[config.mk]
export PLATFORM = sky130hd
export DESIGN_NAME = hic_queue
export DESIGN_NICKNAME = d
export VERILOG_FILES = /design/src/rtl/hic_pkg.sv /design/src/rtl/hic_queue.sv
export SDC_FILE = /design/constraint.sdc
export NUM_CORES = 1
export LEC_CHECK = 0
export ABC_CLOCK_PERIOD_IN_PS = 14300
export BUFFER_PORTS_ARGS = -buffer_cell sky130_fd_sc_hd__buf_4
export CORE_ASPECT_RATIO = 1.25
export CORE_MARGIN = 5
export CORE_UTILIZATION = 57
export CTS_BUF_LIST = sky130_fd_sc_hd__clkbuf_4 sky130_fd_sc_hd__clkbuf_8
export CTS_CLUSTER_DIAMETER = 150
export DETAILED_ROUTE_END_ITERATION = 10
export PLACE_DENSITY = 0.88
export SLEW_MARGIN = 20
export SYNTH_ARGS = -nofsm -noshare
export SYNTH_HDL_FRONTEND = slang
export SYNTH_SLANG_ARGS = --single-unit
[constraint.sdc]
create_clock -name clk -period 14.3 [get_ports clk]
set_input_delay 0.715 -clock clk [delete_from_list [all_inputs] [get_ports clk]]
set_output_delay 0.715 -clock clk [all_outputs]
set_load 0.05 [all_outputs]
[src/rtl/hic_pkg.sv]
// Shared types and constants of the homography inlier counter.
`default_nettype none
package hic_pkg;

    // Fixed datapath widths (sized for the widest coordinate fraction setting)
    localparam int COEF_W   = 32;
    localparam int COORD_W  = 16;
    localparam int PROD_W   = COEF_W + COORD_W;
    localparam int SUM_W    = 50;
    localparam int NUM_W    = SUM_W + 8;
    localparam int STEP_W   = $clog2(NUM_W);
    localparam int MAG_W    = 25;
    localparam int SQ_W     = 2 * MAG_W;
    localparam int THR_W    = 32;
    localparam int THR_FRAC = 8;
    localparam int TOTAL_W  = 16;
    localparam int CFG_IDX_W  = 3;
    localparam int CFG_DATA_W = 64;

    // Configuration register indexes
    localparam logic [CFG_IDX_W-1:0] CFG_COEF_PAIR_0 = 3'd0;
    localparam logic [CFG_IDX_W-1:0] CFG_COEF_PAIR_1 = 3'd1;
    localparam logic [CFG_IDX_W-1:0] CFG_COEF_PAIR_2 = 3'd2;
    localparam logic [CFG_IDX_W-1:0] CFG_COEF_PAIR_3 = 3'd3;
    localparam logic [CFG_IDX_W-1:0] CFG_COEF_H22    = 3'd4;
    localparam logic [CFG_IDX_W-1:0] CFG_THRESHOLD   = 3'd5;

    typedef struct packed {
        logic signed [COEF_W-1:0] h00;
        logic signed [COEF_W-1:0] h01;
        logic signed [COEF_W-1:0] h02;
        logic signed [COEF_W-1:0] h10;
        logic signed [COEF_W-1:0] h11;
        logic signed [COEF_W-1:0] h12;
        logic signed [COEF_W-1:0] h20;
        logic signed [COEF_W-1:0] h21;
        logic signed [COEF_W-1:0] h22;
    } hic_coef_t;

    // Projected sums handed from the front to the back
    typedef struct packed {
        logic signed [SUM_W-1:0]   nx;
        logic signed [SUM_W-1:0]   ny;
        logic signed [SUM_W-1:0]   z;
        logic signed [COORD_W-1:0] tx;
        logic signed [COORD_W-1:0] ty;
        logic                      last;
    } hic_work_t;

    typedef struct packed {
        logic      push;
        hic_work_t push_data;
        logic      pop;
    } hic_qctl_t;

    typedef struct packed {
        logic      full;
        logic      empty;
        hic_work_t pop_data;
    } hic_qsts_t;

endpackage
`default_nettype wire

[src/rtl/hic_queue.sv]
// Two-entry queue between the front pipeline and the divide back end.
`default_nettype none
module hic_queue (
    input  wire logic              clk,
    input  wire logic              rst_n,
    input  wire hic_pkg::hic_qctl_t qctl,
    output hic_pkg::hic_qsts_t     qsts
);
    import hic_pkg::*;

    hic_work_t  mem_reg [2];
    logic       wr_ptr_reg;
    logic       rd_ptr_reg;
    logic [1:0] count_reg;
    logic       do_push;
    logic       do_pop;

    assign qsts.full     = (count_reg == 2'd2);
    assign qsts.empty    = (count_reg == 2'd0);
    assign qsts.pop_data = mem_reg[rd_ptr_reg];
    assign do_push       = qctl.push && !qsts.full;
    assign do_pop        = qctl.pop && !qsts.empty;

    // Advance pointers and occupancy
    always_ff @(posedge clk or negedge rst_n)
    begin
        if (!rst_n)
        begin
            wr_ptr_reg <= 1'b0;
            rd_ptr_reg <= 1'b0;
            count_reg  <= 2'd0;
        end
        else
        begin
            if (do_push)
                wr_ptr_reg <= !wr_ptr_reg;
            if (do_pop)
                rd_ptr_reg <= !rd_ptr_reg;
            if (do_push && !do_pop)
                count_reg <= count_reg + 2'd1;
            else if (do_pop && !do_push)
                count_reg <= count_reg - 2'd1;
        end
    end

    always_ff @(posedge clk)
    begin
        if (do_push)
            mem_reg[wr_ptr_reg] <= qctl.push_data;
    end

endmodule
`default_nettype wire

# Word-level counts from Yosys, hierarchy flattened
# Memories as Yosys holds them, arrays and structs flattened.
# Index checks and enable logic that the tools add are counted.
[word_totals]
regBits = 4
mem_bits_rw = 366
inputBits = 187
elab_cells = 23
memories = 1
[memory_table]
columns = ["memory", "depth", "width", "read_ports", "rd_ports_with_merged_regs", "wr", "line_no", "source"]
rows = [
  ["mem_reg", 2, 183, 1, 0, 1, "hic_queue.sv:11", "hic_work_t mem_reg [2];"],
]
[op_classes]
n_addsub = 2
eq_ne = 1
muxes = 4
reduce_logical = 12
[op_table]
columns = ["op", "count"]
rows = [
  ["1-bit logical NOT", 6],
  ["1-bit logical AND", 4],
  ["2-bit 2-to-1 mux", 2],
  ["2-bit by 1-bit adder with 2-bit output (second input constant)", 1],
  ["2-bit == test (second input constant)", 1],
  ["2-bit logical NOT", 1],
  ["1-bit 2-to-1 mux", 2],
  ["2-bit nonzero test", 1],
  ["2-bit by 1-bit subtractor with 2-bit output (second input constant)", 1],
]

# Depth between registers and ports, before layout
[logic_depth]
depth_word = 7
ltp_mapped = 7

# Worst setup path after synthesis
# No wires, ideal clock.
[synth_timing]
path_kind = "in2reg"
start = "input qctl[184] (netlist bit)"
end = "memory mem_reg[0][0] (netlist bit), enable pin"
setup_ps = 728
arrival_time_ps = 8394
t_required_ps = 13572
slack_ps = 5178
cell_stages = 2
path_buffers = 0
path_cell_list = "nand2_1 > nor2_1"
[synth_between]
elab_chain_cells = 3
[synth_rtl]
columns = ["element", "line_no", "source"]
rows = [
  ["start: declaration", "hic_queue.sv:6", "input wire hic_pkg::hic_qctl_t qctl,"],
  ["1-bit logical AND", "hic_queue.sv:21", "assign do_push = qctl.push && !qsts.full;"],
  ["1-bit 2-to-1 mux", "hic_queue.sv:48", "if (do_push)"],
  ["1-bit 2-to-1 mux (not written as such)", "hic_queue.sv:49", "mem_reg[wr_ptr_reg] <= qctl.push_data;"],
  ["end: declaration", "hic_queue.sv:11", ""],
]
# No other way between the ends.

==> flow_metrics.env <==
export IMPL_grtUsageTotal_pct=21.5
export IMPL_clock_skew_ps=15.2
export IMPL_syn_nets=776
export IMPL_ant_nets=0
export IMPL_grt_pass1_vias=7693
export IMPL_num_rows=62
export IMPL_largest_reg_flops=366
export IMPL_io_pins=372
export IMPL_grt_max_degree=86
export IMPL_min_delay_path_class="input pin to flop"
export IMPL_wirelength_mm=29.4
export IMPL_die_w_um=147
export IMPL_wl_per_cell_um=22.0
export IMPL_cts_sinks=370
export IMPL_synth_distinct_cells=15
export IMPL_crit_path_cell_trace="buf_4 > mux2_2 > buf_4"
export IMPL_die_height_um=182
export IMPL_power_leakage_nw=6.59
export IMPL_period_share_pct=25.8
export IMPL_start_util_pct=58.0
export IMPL_overflow=0
export IMPL_finalMaxSlewViolations=0
export IMPL_antenna_found_initial=3
export IMPL_ys_seq_area_share_pct=82.7
export IMPL_slowest_stage="buf_4"
export IMPL_drive_gt1_share_pct=62.3
export IMPL_cts_path_max_buffers=3
export IMPL_final_area_um2=17500
export IMPL_total_power_w=0.00424
export IMPL_syn_area_um2=13400
export IMPL_slew_headroom_pct=24.4
export IMPL_drv_cap=0
export IMPL_rsz0062_at_grt="no"
export IMPL_max_freq_mhz=271
export IMPL_gp_congestion=0.759
export IMPL_tightestPinTransition_ps=1130
export IMPL_yosysWarnings=0
export IMPL_r2r_start="count_reg[0]"
export IMPL_drt_vias_per_instance=5.31
export IMPL_h_tree_depth=2
export IMPL_slowest_delay_ps=880
export IMPL_place_hpwl_mm=19.8
export IMPL_dpl_cell_area_um2=16500
export IMPL_critPathCaptureType="output pin"
export IMPL_postSynthCellCount=588
export IMPL_nFillCells=1277
export IMPL_crit_start="rd_ptr_reg"
export IMPL_status="finished, final reports clean"
export IMPL_path_buf_inv=2
export IMPL_path_max_fanout=80
export IMPL_tns_ps=0
export IMPL_syn_area_per_cell_um2=22.8
export IMPL_grt_pass1_wl_mm=43.9
export IMPL_ys_seq_elements=370
export IMPL_cts_root_buf="clkbuf_8"
export IMPL_powerDensity_nw_per_um2=242
export IMPL_post_cts_buffers=0
export IMPL_io_buffers=371
export IMPL_clk_latency_ps=560
export IMPL_clkTransAtPathRegs_ps=70
export IMPL_dr_total_vias=7074
export IMPL_cts_made_buffers=53
export IMPL_min_from="qctl[17]"
export IMPL_drtIter0Drc=321
export IMPL_whs_ps=338
export IMPL_core_area_um2=23100
export IMPL_setup_viol=0
export IMPL_first_pass_iters=4
export IMPL_period_needed_ps=3690
export IMPL_cp_top_family="buffers and inverters"
export IMPL_die_area_um2=26700
export IMPL_crit_required_ps=13590
export IMPL_crit_arrival_ps=2970
export IMPL_cts_tree="built"
export IMPL_vdd_drop_max_uv=254
export IMPL_final_core_util_pct=75.8
export IMPL_area_growth_pct=30.6
export IMPL_startpoint_type="flop"
export IMPL_hold_violations=0
export IMPL_nets=1189
export IMPL_drc=0
export IMPL_cp_common_cell="buf_4"
export IMPL_critPathKind="flop to output pin"
## metal layers
layer  global-route usage, %  vias to the layer above  share of wire (%)
li1                        -                     3183                  -
met2                    39.0                      309                 54
met3                    6.28                       81                7.6
met1                    23.0                     3499                 33
met4                    9.81                        2                5.0
met5                       0                        -              0.044
## where the power goes
part	internal [W]	switching [W]	leakage [nW]
logic	0.000589	0.00129	2.59
clock network	0.000428	0.000370	0.551
registers	0.00149	0.0000750	3.45
## per-stage QoR
| step | setup WS, ps | instances |
|---|---|---|
| 2_1_floorplan | 5180 | 588 |
| 3_3_place_gp | 11230 | 1233 |
| 3_5_place_dp | 11220 | 1233 |
| 4_1_cts | 10600 | 1331 |
| 5_1_grt | 10490 | 1333 |
| 6_report | 10610 | 1333 |
## worst paths after layout
kind	endpoint	slack, ps	cells past startpoint
max in group asynchronous	rd_ptr_reg	13680	2
worst max register to register	mem_reg[0][127]	11530	4
worst min-delay path	mem_reg[0][16]	340	1
worst min register to register	count_reg[1]	550	1
min in group asynchronous	count_reg[0]	500	2
worst max-delay path	qsts[56]	10610	3
## layout by cell type (no fill, tap or decap)
cell type      instances
ha_1                   1
inv_1                  2
clkbuf_4              19
mux2_2               183
diode_2                2
nor2_4                 1
nor2_1                 2
clkinvlp_4             3
edfxtp_1             366
dlygate4sd3_1          1
xnor2_1                3
buf_6                  2
clkbuf_8              59
buf_4                375
nand2_1                1
xor2_1                 2
o21ai_0                1
and3_4                 1
dfrtp_4                1
clkinv_1              10
dfrtp_1                3
nand2b_1               1
clkinv_2               6
## logic make-up after synthesis
kind of cell,Yosys count,share of synthesized area (%)
AOI/OAI and AO/OA,1,0.0373
muxes,183,15.4
buffers and inverters,22,1.31
and+or+nand+nor,6,0.205
xor gates and xnor gates,5,0.326
adders and majority gates,1,0.0933
DFF,370,82.7
## worst register-to-register path, delay by kind of cell, from the launching register on
| family | cells | cell delay [ps] |
|---|---|---|
| AND/OR/NAND/NOR | 3 | 1020 |
| flip-flops | 1 | 440 |
| buffers and inverters | 1 | 840 |
## cell usage after synthesis
cell,number,area [µm²]
edfxtp_1,366,11000
mux2_2,183,2060
buf_4,12,90.1
buf_6,6,67.6
dfrtp_1,4,100
nor2_1,3,11.3
xnor2_1,3,26.3
buf_2,2,10.0
inv_1,2,7.51
xor2_1,2,17.5
and3_1,1,6.26
ha_1,1,12.5
nand2_1,1,3.75
nand2b_1,1,6.26
o21ai_0,1,5.00
## layout make-up
type / instances / area, µm² / share of cell area, %
Clock buffer: 78 / 955 / 5.45
Timing Repair Buffer: 378 / 2850 / 16.3
Inverter: 2 / 7.51 / 0.0428
Tap cell: 288 / 360 / 2.06
Antenna cell: 2 / 5.00 / 0.0286
Multi-Input combinational cell: 196 / 2160 / 12.3
Sequential cell: 370 / 11100 / 63.3
Clock inverter: 19 / 90.1 / 0.514
## timing repair
item | CTS | global route
hold endpoints to repair | 4 | 0
resized for setup | 0 | 0
hold buffers | 1 | 0
No activity file was read; power rests on OpenSTA's default activity.
