<file path="src/rtl/hic_pkg.sv">
// Shared types and constants of the homography inlier counter.
`default_nettype none
package hic_pkg;

    // Fixed datapath widths (sized for the widest coordinate fraction setting)
    localparam int COEF_W   = 32;
    localparam int COORD_W  = 16;
    localparam int PROD_W   = COEF_W + COORD_W;
    localparam int SUM_W    = 50;
    localparam int NUM_W    = SUM_W + 8;
    localparam int STEP_W   = $clog2(NUM_W);
    localparam int MAG_W    = 25;
    localparam int SQ_W     = 2 * MAG_W;
    localparam int THR_W    = 32;
    localparam int THR_FRAC = 8;
    localparam int TOTAL_W  = 16;
    localparam int CFG_IDX_W  = 3;
    localparam int CFG_DATA_W = 64;

    // Configuration register indexes
    localparam logic [CFG_IDX_W-1:0] CFG_COEF_PAIR_0 = 3'd0;
    localparam logic [CFG_IDX_W-1:0] CFG_COEF_PAIR_1 = 3'd1;
    localparam logic [CFG_IDX_W-1:0] CFG_COEF_PAIR_2 = 3'd2;
    localparam logic [CFG_IDX_W-1:0] CFG_COEF_PAIR_3 = 3'd3;
    localparam logic [CFG_IDX_W-1:0] CFG_COEF_H22    = 3'd4;
    localparam logic [CFG_IDX_W-1:0] CFG_THRESHOLD   = 3'd5;

    typedef struct packed {
        logic signed [COEF_W-1:0] h00;
        logic signed [COEF_W-1:0] h01;
        logic signed [COEF_W-1:0] h02;
        logic signed [COEF_W-1:0] h10;
        logic signed [COEF_W-1:0] h11;
        logic signed [COEF_W-1:0] h12;
        logic signed [COEF_W-1:0] h20;
        logic signed [COEF_W-1:0] h21;
        logic signed [COEF_W-1:0] h22;
    } hic_coef_t;

    // Projected sums handed from the front to the back
    typedef struct packed {
        logic signed [SUM_W-1:0]   nx;
        logic signed [SUM_W-1:0]   ny;
        logic signed [SUM_W-1:0]   z;
        logic signed [COORD_W-1:0] tx;
        logic signed [COORD_W-1:0] ty;
        logic                      last;
    } hic_work_t;

    typedef struct packed {
        logic      push;
        hic_work_t push_data;
        logic      pop;
    } hic_qctl_t;

    typedef struct packed {
        logic      full;
        logic      empty;
        hic_work_t pop_data;
    } hic_qsts_t;

endpackage
`default_nettype wire

</file>
<file path="src/rtl/hic_if.sv">
// Item channels of the homography inlier counter.
`default_nettype none


interface hic_out_if;
    logic        valid;
    logic        ready;
    logic        is_inlier;
    logic        zero_denominator;
    logic [15:0] inlier_total;
    logic        set_done;

    modport source (output valid, is_inlier, zero_denominator, inlier_total, set_done,
                    input ready);
    modport sink (input valid, is_inlier, zero_denominator, inlier_total, set_done,
                  output ready);
endinterface
`default_nettype wire

</file>
<file path="src/rtl/hic_back.sv">
// Back end: perspective divide, distance test and inlier tally.
`default_nettype none
module hic_back #(
    parameter int COORD_FRAC_BITS = 4,
    parameter int COUNT_WIDTH     = 16
) (
    input  wire logic               clk,
    input  wire logic               rst_n,
    input  wire hic_pkg::hic_qsts_t qsts,
    input  wire logic [31:0]        threshold_sq,
    output logic                    pop,
    hic_out_if.source               result_out
);
    import hic_pkg::*;

    typedef enum logic [4:0] {
        B_IDLE = 5'b00001,
        B_DIV  = 5'b00010,
        B_DIFF = 5'b00100,
        B_SQR  = 5'b01000,
        B_EMIT = 5'b10000
    } hic_bstate_t;

    hic_bstate_t              state_reg;
    logic [STEP_W-1:0]        step_reg;
    logic [SUM_W:0]           rem_x_reg, rem_y_reg;
    logic [NUM_W-1:0]         q_x_reg, q_y_reg;
    logic [SUM_W-1:0]         dvs_reg;
    logic                     neg_x_reg, neg_y_reg;
    logic signed [COORD_W-1:0] tx_reg, ty_reg;
    logic                     last_reg;
    logic                     zden_reg;
    logic [MAG_W-1:0]         adx_reg, ady_reg;
    logic                     far_reg;
    logic [SQ_W-1:0]          sqx_reg, sqy_reg;
    logic [COUNT_WIDTH-1:0]   tally_reg;
    logic [COUNT_WIDTH-1:0]   tally_next;
    logic                     out_v_reg;
    logic                     inl_reg, zd_out_reg, done_reg;
    logic [TOTAL_W-1:0]       total_reg;

    logic signed [NUM_W-1:0]  num_x, num_y;
    logic [NUM_W-1:0]         mag_x, mag_y;
    logic [SUM_W-1:0]         mag_z;
    logic [SUM_W:0]           trial_x, trial_y;
    logic                     ge_x, ge_y;
    logic signed [NUM_W+1:0]  dx, dy;
    logic [NUM_W+1:0]         adx, ady;
    logic [SQ_W:0]            d2;
    logic [SQ_W+THR_FRAC:0]   lhs, rhs;
    logic                     inl;
    logic                     emit;
    logic [31:0]              tally_wide;

    // Signed numerators and magnitudes at load
    always_comb
    begin
        num_x = NUM_W'(qsts.pop_data.nx) <<< COORD_FRAC_BITS;
        num_y = NUM_W'(qsts.pop_data.ny) <<< COORD_FRAC_BITS;
        mag_x = num_x[NUM_W-1] ? NUM_W'(-num_x) : NUM_W'(num_x);
        mag_y = num_y[NUM_W-1] ? NUM_W'(-num_y) : NUM_W'(num_y);
        mag_z = qsts.pop_data.z[SUM_W-1] ? SUM_W'(-qsts.pop_data.z)
                                         : SUM_W'(qsts.pop_data.z);
    end

    // One restoring divide step per cycle for both coordinates
    always_comb
    begin
        trial_x = {rem_x_reg[SUM_W-1:0], q_x_reg[NUM_W-1]};
        trial_y = {rem_y_reg[SUM_W-1:0], q_y_reg[NUM_W-1]};
        ge_x    = trial_x >= {1'b0, dvs_reg};
        ge_y    = trial_y >= {1'b0, dvs_reg};
    end

    // Signed offsets from the target and their magnitudes
    always_comb
    begin
        dx  = (neg_x_reg ? -$signed({2'b00, q_x_reg}) : $signed({2'b00, q_x_reg}))
              - (NUM_W+2)'(tx_reg);
        dy  = (neg_y_reg ? -$signed({2'b00, q_y_reg}) : $signed({2'b00, q_y_reg}))
              - (NUM_W+2)'(ty_reg);
        adx = dx[NUM_W+1] ? (NUM_W+2)'(-dx) : (NUM_W+2)'(dx);
        ady = dy[NUM_W+1] ? (NUM_W+2)'(-dy) : (NUM_W+2)'(dy);
    end

    // Threshold compare and saturating tally
    always_comb
    begin
        d2   = (SQ_W+1)'(sqx_reg) + (SQ_W+1)'(sqy_reg);
        lhs  = {d2, {THR_FRAC{1'b0}}};
        rhs  = (SQ_W+THR_FRAC+1)'(threshold_sq) << (2 * COORD_FRAC_BITS);
        inl  = !zden_reg && !far_reg && (lhs < rhs);
        emit = (state_reg == B_EMIT) && (!out_v_reg || result_out.ready);
        if (inl && (tally_reg != {COUNT_WIDTH{1'b1}}))
            tally_next = tally_reg + COUNT_WIDTH'(1);
        else
            tally_next = tally_reg;
        tally_wide = 32'(tally_next);
    end

    assign pop = (state_reg == B_IDLE) && !qsts.empty;

    assign result_out.valid            = out_v_reg;
    assign result_out.is_inlier        = inl_reg;
    assign result_out.zero_denominator = zd_out_reg;
    assign result_out.inlier_total     = total_reg;
    assign result_out.set_done         = done_reg;

    // Sequence one item: load, divide, offset, square, emit
    always_ff @(posedge clk or negedge rst_n)
    begin
        if (!rst_n)
        begin
            state_reg <= B_IDLE;
            step_reg  <= '0;
            tally_reg <= '0;
            out_v_reg <= 1'b0;
        end
        else
        begin
            // Raise valid on a new item, drop it once the item is taken
            if (emit)
                out_v_reg <= 1'b1;
            else if (result_out.ready)
                out_v_reg <= 1'b0;
            unique case (state_reg)
                B_IDLE:
                begin
                    if (!qsts.empty)
                    begin
                        step_reg  <= '0;
                        state_reg <= B_DIV;
                    end
                end
                B_DIV:
                begin
                    step_reg <= step_reg + STEP_W'(1);
                    if (step_reg == STEP_W'(NUM_W - 1))
                        state_reg <= B_DIFF;
                end
                B_DIFF:
                    state_reg <= B_SQR;
                B_SQR:
                    state_reg <= B_EMIT;
                B_EMIT:
                begin
                    if (emit)
                    begin
                        tally_reg <= last_reg ? '0 : tally_next;
                        state_reg <= B_IDLE;
                    end
                end
                default:
                    state_reg <= B_IDLE;
            endcase
        end
    end

    // Datapath registers
    always_ff @(posedge clk)
    begin
        if (pop)
        begin
            q_x_reg   <= mag_x;
            q_y_reg   <= mag_y;
            rem_x_reg <= '0;
            rem_y_reg <= '0;
            dvs_reg   <= mag_z;
            neg_x_reg <= num_x[NUM_W-1] ^ qsts.pop_data.z[SUM_W-1];
            neg_y_reg <= num_y[NUM_W-1] ^ qsts.pop_data.z[SUM_W-1];
            zden_reg  <= (qsts.pop_data.z == '0);
            tx_reg    <= qsts.pop_data.tx;
            ty_reg    <= qsts.pop_data.ty;
            last_reg  <= qsts.pop_data.last;
        end
        if (state_reg == B_DIV)
        begin
            rem_x_reg <= ge_x ? trial_x - {1'b0, dvs_reg} : trial_x;
            rem_y_reg <= ge_y ? trial_y - {1'b0, dvs_reg} : trial_y;
            q_x_reg   <= {q_x_reg[NUM_W-2:0], ge_x};
            q_y_reg   <= {q_y_reg[NUM_W-2:0], ge_y};
        end
        if (state_reg == B_DIFF)
        begin
            adx_reg <= adx[MAG_W-1:0];
            ady_reg <= ady[MAG_W-1:0];
            far_reg <= (adx > (NUM_W+2)'(1 << 24)) || (ady > (NUM_W+2)'(1 << 24));
        end
        if (state_reg == B_SQR)
        begin
            sqx_reg <= adx_reg * adx_reg;
            sqy_reg <= ady_reg * ady_reg;
        end
        if (emit)
        begin
            inl_reg    <= inl;
            zd_out_reg <= zden_reg;
            total_reg  <= tally_wide[TOTAL_W-1:0];
            done_reg   <= last_reg;
        end
    end

endmodule
`default_nettype wire

</file>
<file path="src/flat_wrapper.sv">
// flat-port wrapper written by rule: the top's interface ports become plain ports
module hic_back_flat import hic_pkg::*;
#(
    parameter int COORD_FRAC_BITS = 4,
    parameter int COUNT_WIDTH     = 16
)
  (clk, rst_n, qsts, threshold_sq, pop, result_out_valid, result_out_is_inlier, result_out_zero_denominator, result_out_inlier_total, result_out_set_done, result_out_ready);
  hic_out_if result_out_i ();
  input  wire logic clk;
  input  wire logic rst_n;
  input  wire hic_pkg::hic_qsts_t qsts;
  input  wire logic [31:0] threshold_sq;
  output logic pop;
  output wire logic [$bits(result_out_i.valid)-1:0] result_out_valid;
  output wire logic [$bits(result_out_i.is_inlier)-1:0] result_out_is_inlier;
  output wire logic [$bits(result_out_i.zero_denominator)-1:0] result_out_zero_denominator;
  output wire logic [$bits(result_out_i.inlier_total)-1:0] result_out_inlier_total;
  output wire logic [$bits(result_out_i.set_done)-1:0] result_out_set_done;
  input wire logic [$bits(result_out_i.ready)-1:0] result_out_ready;
  assign result_out_valid = result_out_i.valid;
  assign result_out_is_inlier = result_out_i.is_inlier;
  assign result_out_zero_denominator = result_out_i.zero_denominator;
  assign result_out_inlier_total = result_out_i.inlier_total;
  assign result_out_set_done = result_out_i.set_done;
  assign result_out_i.ready = result_out_ready;
  hic_back #(.COORD_FRAC_BITS(COORD_FRAC_BITS), .COUNT_WIDTH(COUNT_WIDTH)) u_core (.clk(clk), .rst_n(rst_n), .qsts(qsts), .threshold_sq(threshold_sq), .pop(pop), .result_out(result_out_i));
endmodule
</file>
<file path="config.mk">
export PLATFORM = sky130hd
export DESIGN_NAME = hic_back_flat
export DESIGN_NICKNAME = d
export VERILOG_FILES = /design/src/rtl/hic_pkg.sv /design/src/rtl/hic_if.sv /design/src/rtl/hic_back.sv /design/src/flat_wrapper.sv
export SDC_FILE = /design/constraint.sdc
export NUM_CORES = 2
export LEC_CHECK = 0
export BUFFER_PORTS_ARGS = -buffer_cell sky130_fd_sc_hd__buf_4
export CAP_MARGIN = 0
export CELL_PAD_IN_SITES_DETAIL_PLACEMENT = 0
export CELL_PAD_IN_SITES_GLOBAL_PLACEMENT = 1
export CORE_MARGIN = 2
export CORE_UTILIZATION = 51
export DETAILED_ROUTE_END_ITERATION = 6
export HOLD_SLACK_MARGIN = 0.15
export PLACE_DENSITY_LB_ADDON = 0.25
export SYNTH_ARGS = -nofsm -noshare
export SYNTH_HDL_FRONTEND = slang
export SYNTH_SLANG_ARGS = --single-unit
</file>
<file path="constraint.sdc">
create_clock -name clk -period 16.03 [get_ports clk]
set_clock_uncertainty 0.15 [all_clocks]
set_input_delay 2.4045 -clock clk [delete_from_list [all_inputs] [get_ports clk]]
set_output_delay 2.4045 -clock clk [all_outputs]
set_load 0.05 [all_outputs]
</file>
Yosys cells after proc, flatten, opt, wreduce, memory -nomap -nowiden:

Index checks and enable logic that the tools add are counted.

* add/sub/neg operators: 14
* equal/unequal tests: 10
* reduce and logical (&&, ||, !) cells: 18
* multipliers: 2
* bitwise operators: 2
* magnitude comparators: 5
* mux-type cells: 26

Operator list (count)
* $mux 58: 6
* $mux 50: 5
* $mux 60: 4
* $gt 60x25->1 const B: 2
* $neg 58->60: 2
* $neg 60->60: 2
* $sub 60x16->60: 2
* $neg 54->58: 2
* $ge 51x50->1: 2
* $mul 25x25->50: 2
* $sub 50x50->50: 2
* $lt 59x40->1: 1
* $add 50x50->51: 1
* $logic_not 50->1: 1
* $neg 50->50: 1
* $mux 49: 1
* $mux 16: 2
* $pmux 5 s5: 1
* $add 16x1->16 const B: 1
* $ne 16x16->1 const B: 1
* $mux 5: 3
* $pmux 6 s2: 1
* $add 6x1->6 const B: 1
* $eq 6x6->1 const B: 1
* other kinds (16): 30

* output and inout port bits: 21
* logic and storage cells: 102
* flip-flop bits (word level): 500

Longest topological paths before layout:

* depth in word-level cells: 7
* gate-level depth with buffers: 35

Worst setup path before layout:

No wires, ideal clock.

* path type: flip-flop to flip-flop
* start: reg u_core.state_reg[4]
* end: reg u_core.state_reg[4]
* cell stages (with the launch flop): 5
* path slack: 4859 ps
* arrival time: 10885 ps
* path through: dfrtp_1 > clkbuf_1 > nor2_1 > nor4bb_1 > o21bai_1

* word-level cells in the longest chain between the ends: 4
* elaborated cells on any way between the ends: 11

Ends and longest elaborated chain
* start, declared: line hic_back.sv:24 `hic_bstate_t state_reg;`
* start signal, assigned: line hic_back.sv:114 `state_reg <= B_IDLE;`
* start signal, assigned: line hic_back.sv:132 `state_reg <= B_DIV;`
* start signal, assigned: line hic_back.sv:139 `state_reg <= B_DIFF;`
* $eq 5x5->1: line hic_back.sv:93, hic_back.sv:126
* $logic_and 1x1->1: line hic_back.sv:93 `emit = (state_reg == B_EMIT) && (!out_v_reg || result_out.ready);`
* $ne 2x1->1 (no line)
* $reduce_and 3->1 (no line)

Parallel ways exist; a longest one is shown, timed or not.
A chain may end at the register's enable or synchronous reset.

Worst setup path in the final report:

* start: reg u_core.q_x_reg[4]
* end: reg u_core.far_reg, data pin

* word-level cells in the longest chain between the ends: 7

Ends and longest elaborated chain
* start, declared: line hic_back.sv:27 `logic [NUM_W-1:0] q_x_reg, q_y_reg;`
* start signal, assigned: line hic_back.sv:164 `q_x_reg <= mag_x;`
* start signal, assigned: line hic_back.sv:180 `q_x_reg <= {q_x_reg[NUM_W-2:0], ge_x};`
* $neg 58->60: line hic_back.sv:78 `dx = (neg_x_reg ? -$signed({2'b00, q_x_reg}) : $signed({2'b00, q_x_reg}))`
* $mux 60 (*): line hic_back.sv:78
* $sub 60x16->60 (*): line hic_back.sv:79 `- (NUM_W+2)'(tx_reg);`
* $neg 60->60: line hic_back.sv:82 `adx = dx[NUM_W+1] ? (NUM_W+2)'(-dx) : (NUM_W+2)'(dx);`
* $mux 60 (*): line hic_back.sv:82
* $gt 60x25->1 (*): line hic_back.sv:187 `far_reg <= (adx > (NUM_W+2)'(1 << 24)) || (ady > (NUM_W+2)'(1 << 24));`
* $logic_or 1x1->1 (*): line hic_back.sv:187
* end signal, assigned: line hic_back.sv:187
* end, declared: line hic_back.sv:34 `logic far_reg;`

Every way passes the cells marked *; elsewhere a longest branch is shown, timed or not.

==> results.ini <==
[run_status]
status = complete, no violations

[final_layout]
fillers = 14010
syn_to_final_growth_pct = 7.449
stdcell_count = 10800
drive_gt1_frac = 0.05956
fin_nets = 10560

[sta]
fin_tns_setup_ns = 0
hold_violations = 0
fin_crit_sh = 0.6272
max_slew_margin = 0.2502
layout_min_cycle_time_ns = 10.05
tightestPinTransition_ns = 1.125
maxSlewViolCount = 0
fmax_mhz = 99.47
rsz0062_at_grt = false
setup_violations = 0

[clock_tree]
clk_pin_slew_ns = 0.08
cts_resized = 0
cts_tree = built
clock_latency_ns = 0.70
cts-root-buf = clkbuf_16
cts_buffers = 58
htreeDepth = 2
clkSinkCount = 498
hold_buffers = 0
post-cts-setup-buffers = 0
clk_path_buf_depth = 3

[power_and_ir_drop]
finalPower_mw = 10.62
pwr-share-seq = 0.205
switching_share = 0.4959
pwr-share-clk = 0.130
p_per_area_mw_per_mm2 = 126.9
ir_drop_v = 0.0001077
leakage_nw = 38.37
cell_internal_pwr_mw = 5.354
power_frac_comb = 0.666
p_switching_mw = 5.267

[worst_setup_path]
cp-end-kind = flip-flop
r2r_setup_slack_ns = 5.98
worst-path-buf-inv = 1
critical_path.top_delay_family = simple AND/OR/NAND/NOR gates
worst_ep_arrival_time_ns = 10.36
critical_path.slowest_cell = nor2_1
worstPathRequired_ns = 16.34
cp_max_fo = 14
cpPeakStageDelay_ns = 0.76
critPathLaunchType = flip-flop
crit_top_cell = or3_1
critical_path_class = reg2reg

[route]
first_pass_iters = 6
ant_nets = 0
vias_per_cell = 5.643
wirelength_um = 200200
vias = 60930
drt_iter0_drc = 4153
routedWlPerCell_um = 18.55
drcViolationCount = 0

[global_route]
antenna_found_initial = 3
grt_use_total = 0.2584
grt_pass1_wl_um = 327300
grt_pass1_vias = 61360
grt_max_degree = 106
grt_overflow = 0

[floorplan]
die_area_mm2 = 0.1559
row_count = 143
pin_count = 241
die_h_um = 394.8
die_w_um = 394.8
initial_core_util = 0.5134
core_area_mm2 = 0.1517

[hold_path]
holdCritPathClass = reg2reg

[place]
gp_congestion = 0.9146
numPortBuffers = 239
dp_cells = 10690
hpwl_um = 159700

[synthesis]
synth_top_area_cell = fa_1
synth_area_leaders = fa_1 (24%), edfxtp_1 (18%), ha_1 (11%)
avgSynthCellArea_um2 = 9.023
synth_area_mm2 = 0.07790
postSynth.asyncResetShare = 0.05622
synth_cell_types = 106
netlist_instances = 8634
synthFlopType = edfxtp_1
synth_seq_cells = 498
syn-num-nets = 10470
yosysSeqAreaShare = 0.1902
synth-edff-count = 470
synth.top_cell.area_share = 0.2410
synth_warnings = 0

[flow_run]
maxCapViolCount = 0

-- synth_stat cells, types with 48 or more instances --
library cell	instances
o21ai_0	413
a21o_1	192
mux2i_1	48
or4_1	73
nand4_1	71
nor3_1	106
nor4_1	57
nor2b_1	48
a211oi_1	58
nand2b_1	84
and3_1	61
nor2_1	460
fa_1	938
or3_1	78
o21bai_1	59
and2_1	341
nand3_1	144
inv_1	1323
clkbuf_1	279
nand2_1	805
edfxtp_1	470
a21oi_1	439
xor2_1	207
o21a_1	67
a31oi_1	55
o31ai_1	109
xnor2_1	436
ha_1	682
-- cells by family after synthesis --
kind of cell / synth area share
AO/OA/AOI/OAI: 0.1406
XOR/XNOR: 0.07229
adder cells (fa/ha/maj): 0.3506
buffers and inverters: 0.07849
flip-flops: 0.1902
multiplexers: 0.007613
AND/OR/NAND/NOR: 0.1603
-- final timing paths --
| path | start | end | depth (start not counted) |
|---|---|---|---|
| max | u_core.q_x_reg[4]$_DFFE_PP_ | u_core.far_reg$_DFFE_PN_ | 30 |
| min | u_core.tally_reg[9]$_DFFE_PN0P_ | u_core.tally_reg[9]$_DFFE_PN0P_ | 1 |
| min reg2reg | u_core.tally_reg[9]$_DFFE_PN0P_ | u_core.tally_reg[9]$_DFFE_PN0P_ | 1 |
| max in group asynchronous | rst_n | u_core.state_reg[0]$_DFFE_PN1P_ | 1 |
| max reg2reg | u_core.q_x_reg[4]$_DFFE_PP_ | u_core.far_reg$_DFFE_PN_ | 30 |
| min in group asynchronous | rst_n | u_core.tally_reg[5]$_DFFE_PN0P_ | 1 |
-- cells in the final DEF, fill, tap and decap left out, drive strengths merged, types with 67 or more instances in the layout --
master,netlist,final
inv,1323,1324
fa,938,938
nand2,805,805
ha,682,682
edfxtp,470,470
nor2,460,460
a21oi,439,439
xnor2,436,436
o21ai,427,427
and2,341,341
buf,13,316
xor2,207,207
a21o,192,192
nand3,144,144
o31ai,110,110
nor3,108,108
or3,89,89
nand2b,84,84
clkbuf,280,78
or4,77,77
nand4,71,71
o21a,67,67
-- per-layer routing --
layer	up-vias	track usage	wire [um]
met2	1454	0.4140	91680
met3	227	0.03039	10950
met5	-	0	7
li1	29330	-	-
met4	2	0.05998	4573
met1	29910	0.3745	93010
-- cell type report --
class | instances | area (um2) | area share
Multi-Input combinational cell | 6517 | 57050 | 0.6815
Sequential cell | 498 | 14820 | 0.1770
Clock buffer | 78 | 1558 | 0.01861
Clock inverter | 30 | 390.4 | 0.004664
Inverter | 1326 | 4980 | 0.05949
Antenna cell | 1 | 2.502 | 0.00002989
Tap cell | 2030 | 2540 | 0.03034
Timing Repair Buffer | 316 | 2372 | 0.02834
-- worst register-to-register path: cells and delay by family, from the launching register on --
family / cells / cell delay, ns
buffers and inverters: 1 / 0.34
adders and majority gates: 1 / 0.39
DFF: 1 / 0.46
AOI/OAI and AO/OA: 7 / 1.56
and+or+nand+nor: 20 / 6.79
xor gates and xnor gates: 1 / 0.15
-- power by group through the flow --
stage / Clock (mW) / Sequential, mW / Combinational [mW]
2_1_floorplan: 0 / 2.18 / 5.26
3_3_place_gp: 0 / 2.18 / 6.89
3_5_place_dp: 0 / 2.19 / 6.96
5_1_grt: 1.46 / 2.21 / 7.82
6_report: 1.38 / 2.17 / 7.07
4_1_cts: 1.41 / 2.17 / 6.99
-- metrics by stage --
| stage | util | hold WS (ns) | cell area (um2) | setup slack [ns] |
|---|---|---|---|---|
| 2_1_floorplan | - | 0.2783 | 77900 | 4.859 |
| 3_3_place_gp | 0.5388 | 0.3470 | 81760 | 6.066 |
| 3_5_place_dp | 0.5388 | 0.3488 | 81760 | 5.967 |
| 4_1_cts | 0.5517 | 0.3589 | 83700 | 5.940 |
| 5_1_grt | 0.5517 | 0.3892 | 83700 | 5.453 |
| 6_report | 0.5517 | 0.3594 | 83710 | 5.977 |
(Power assumes the default switching activity.)
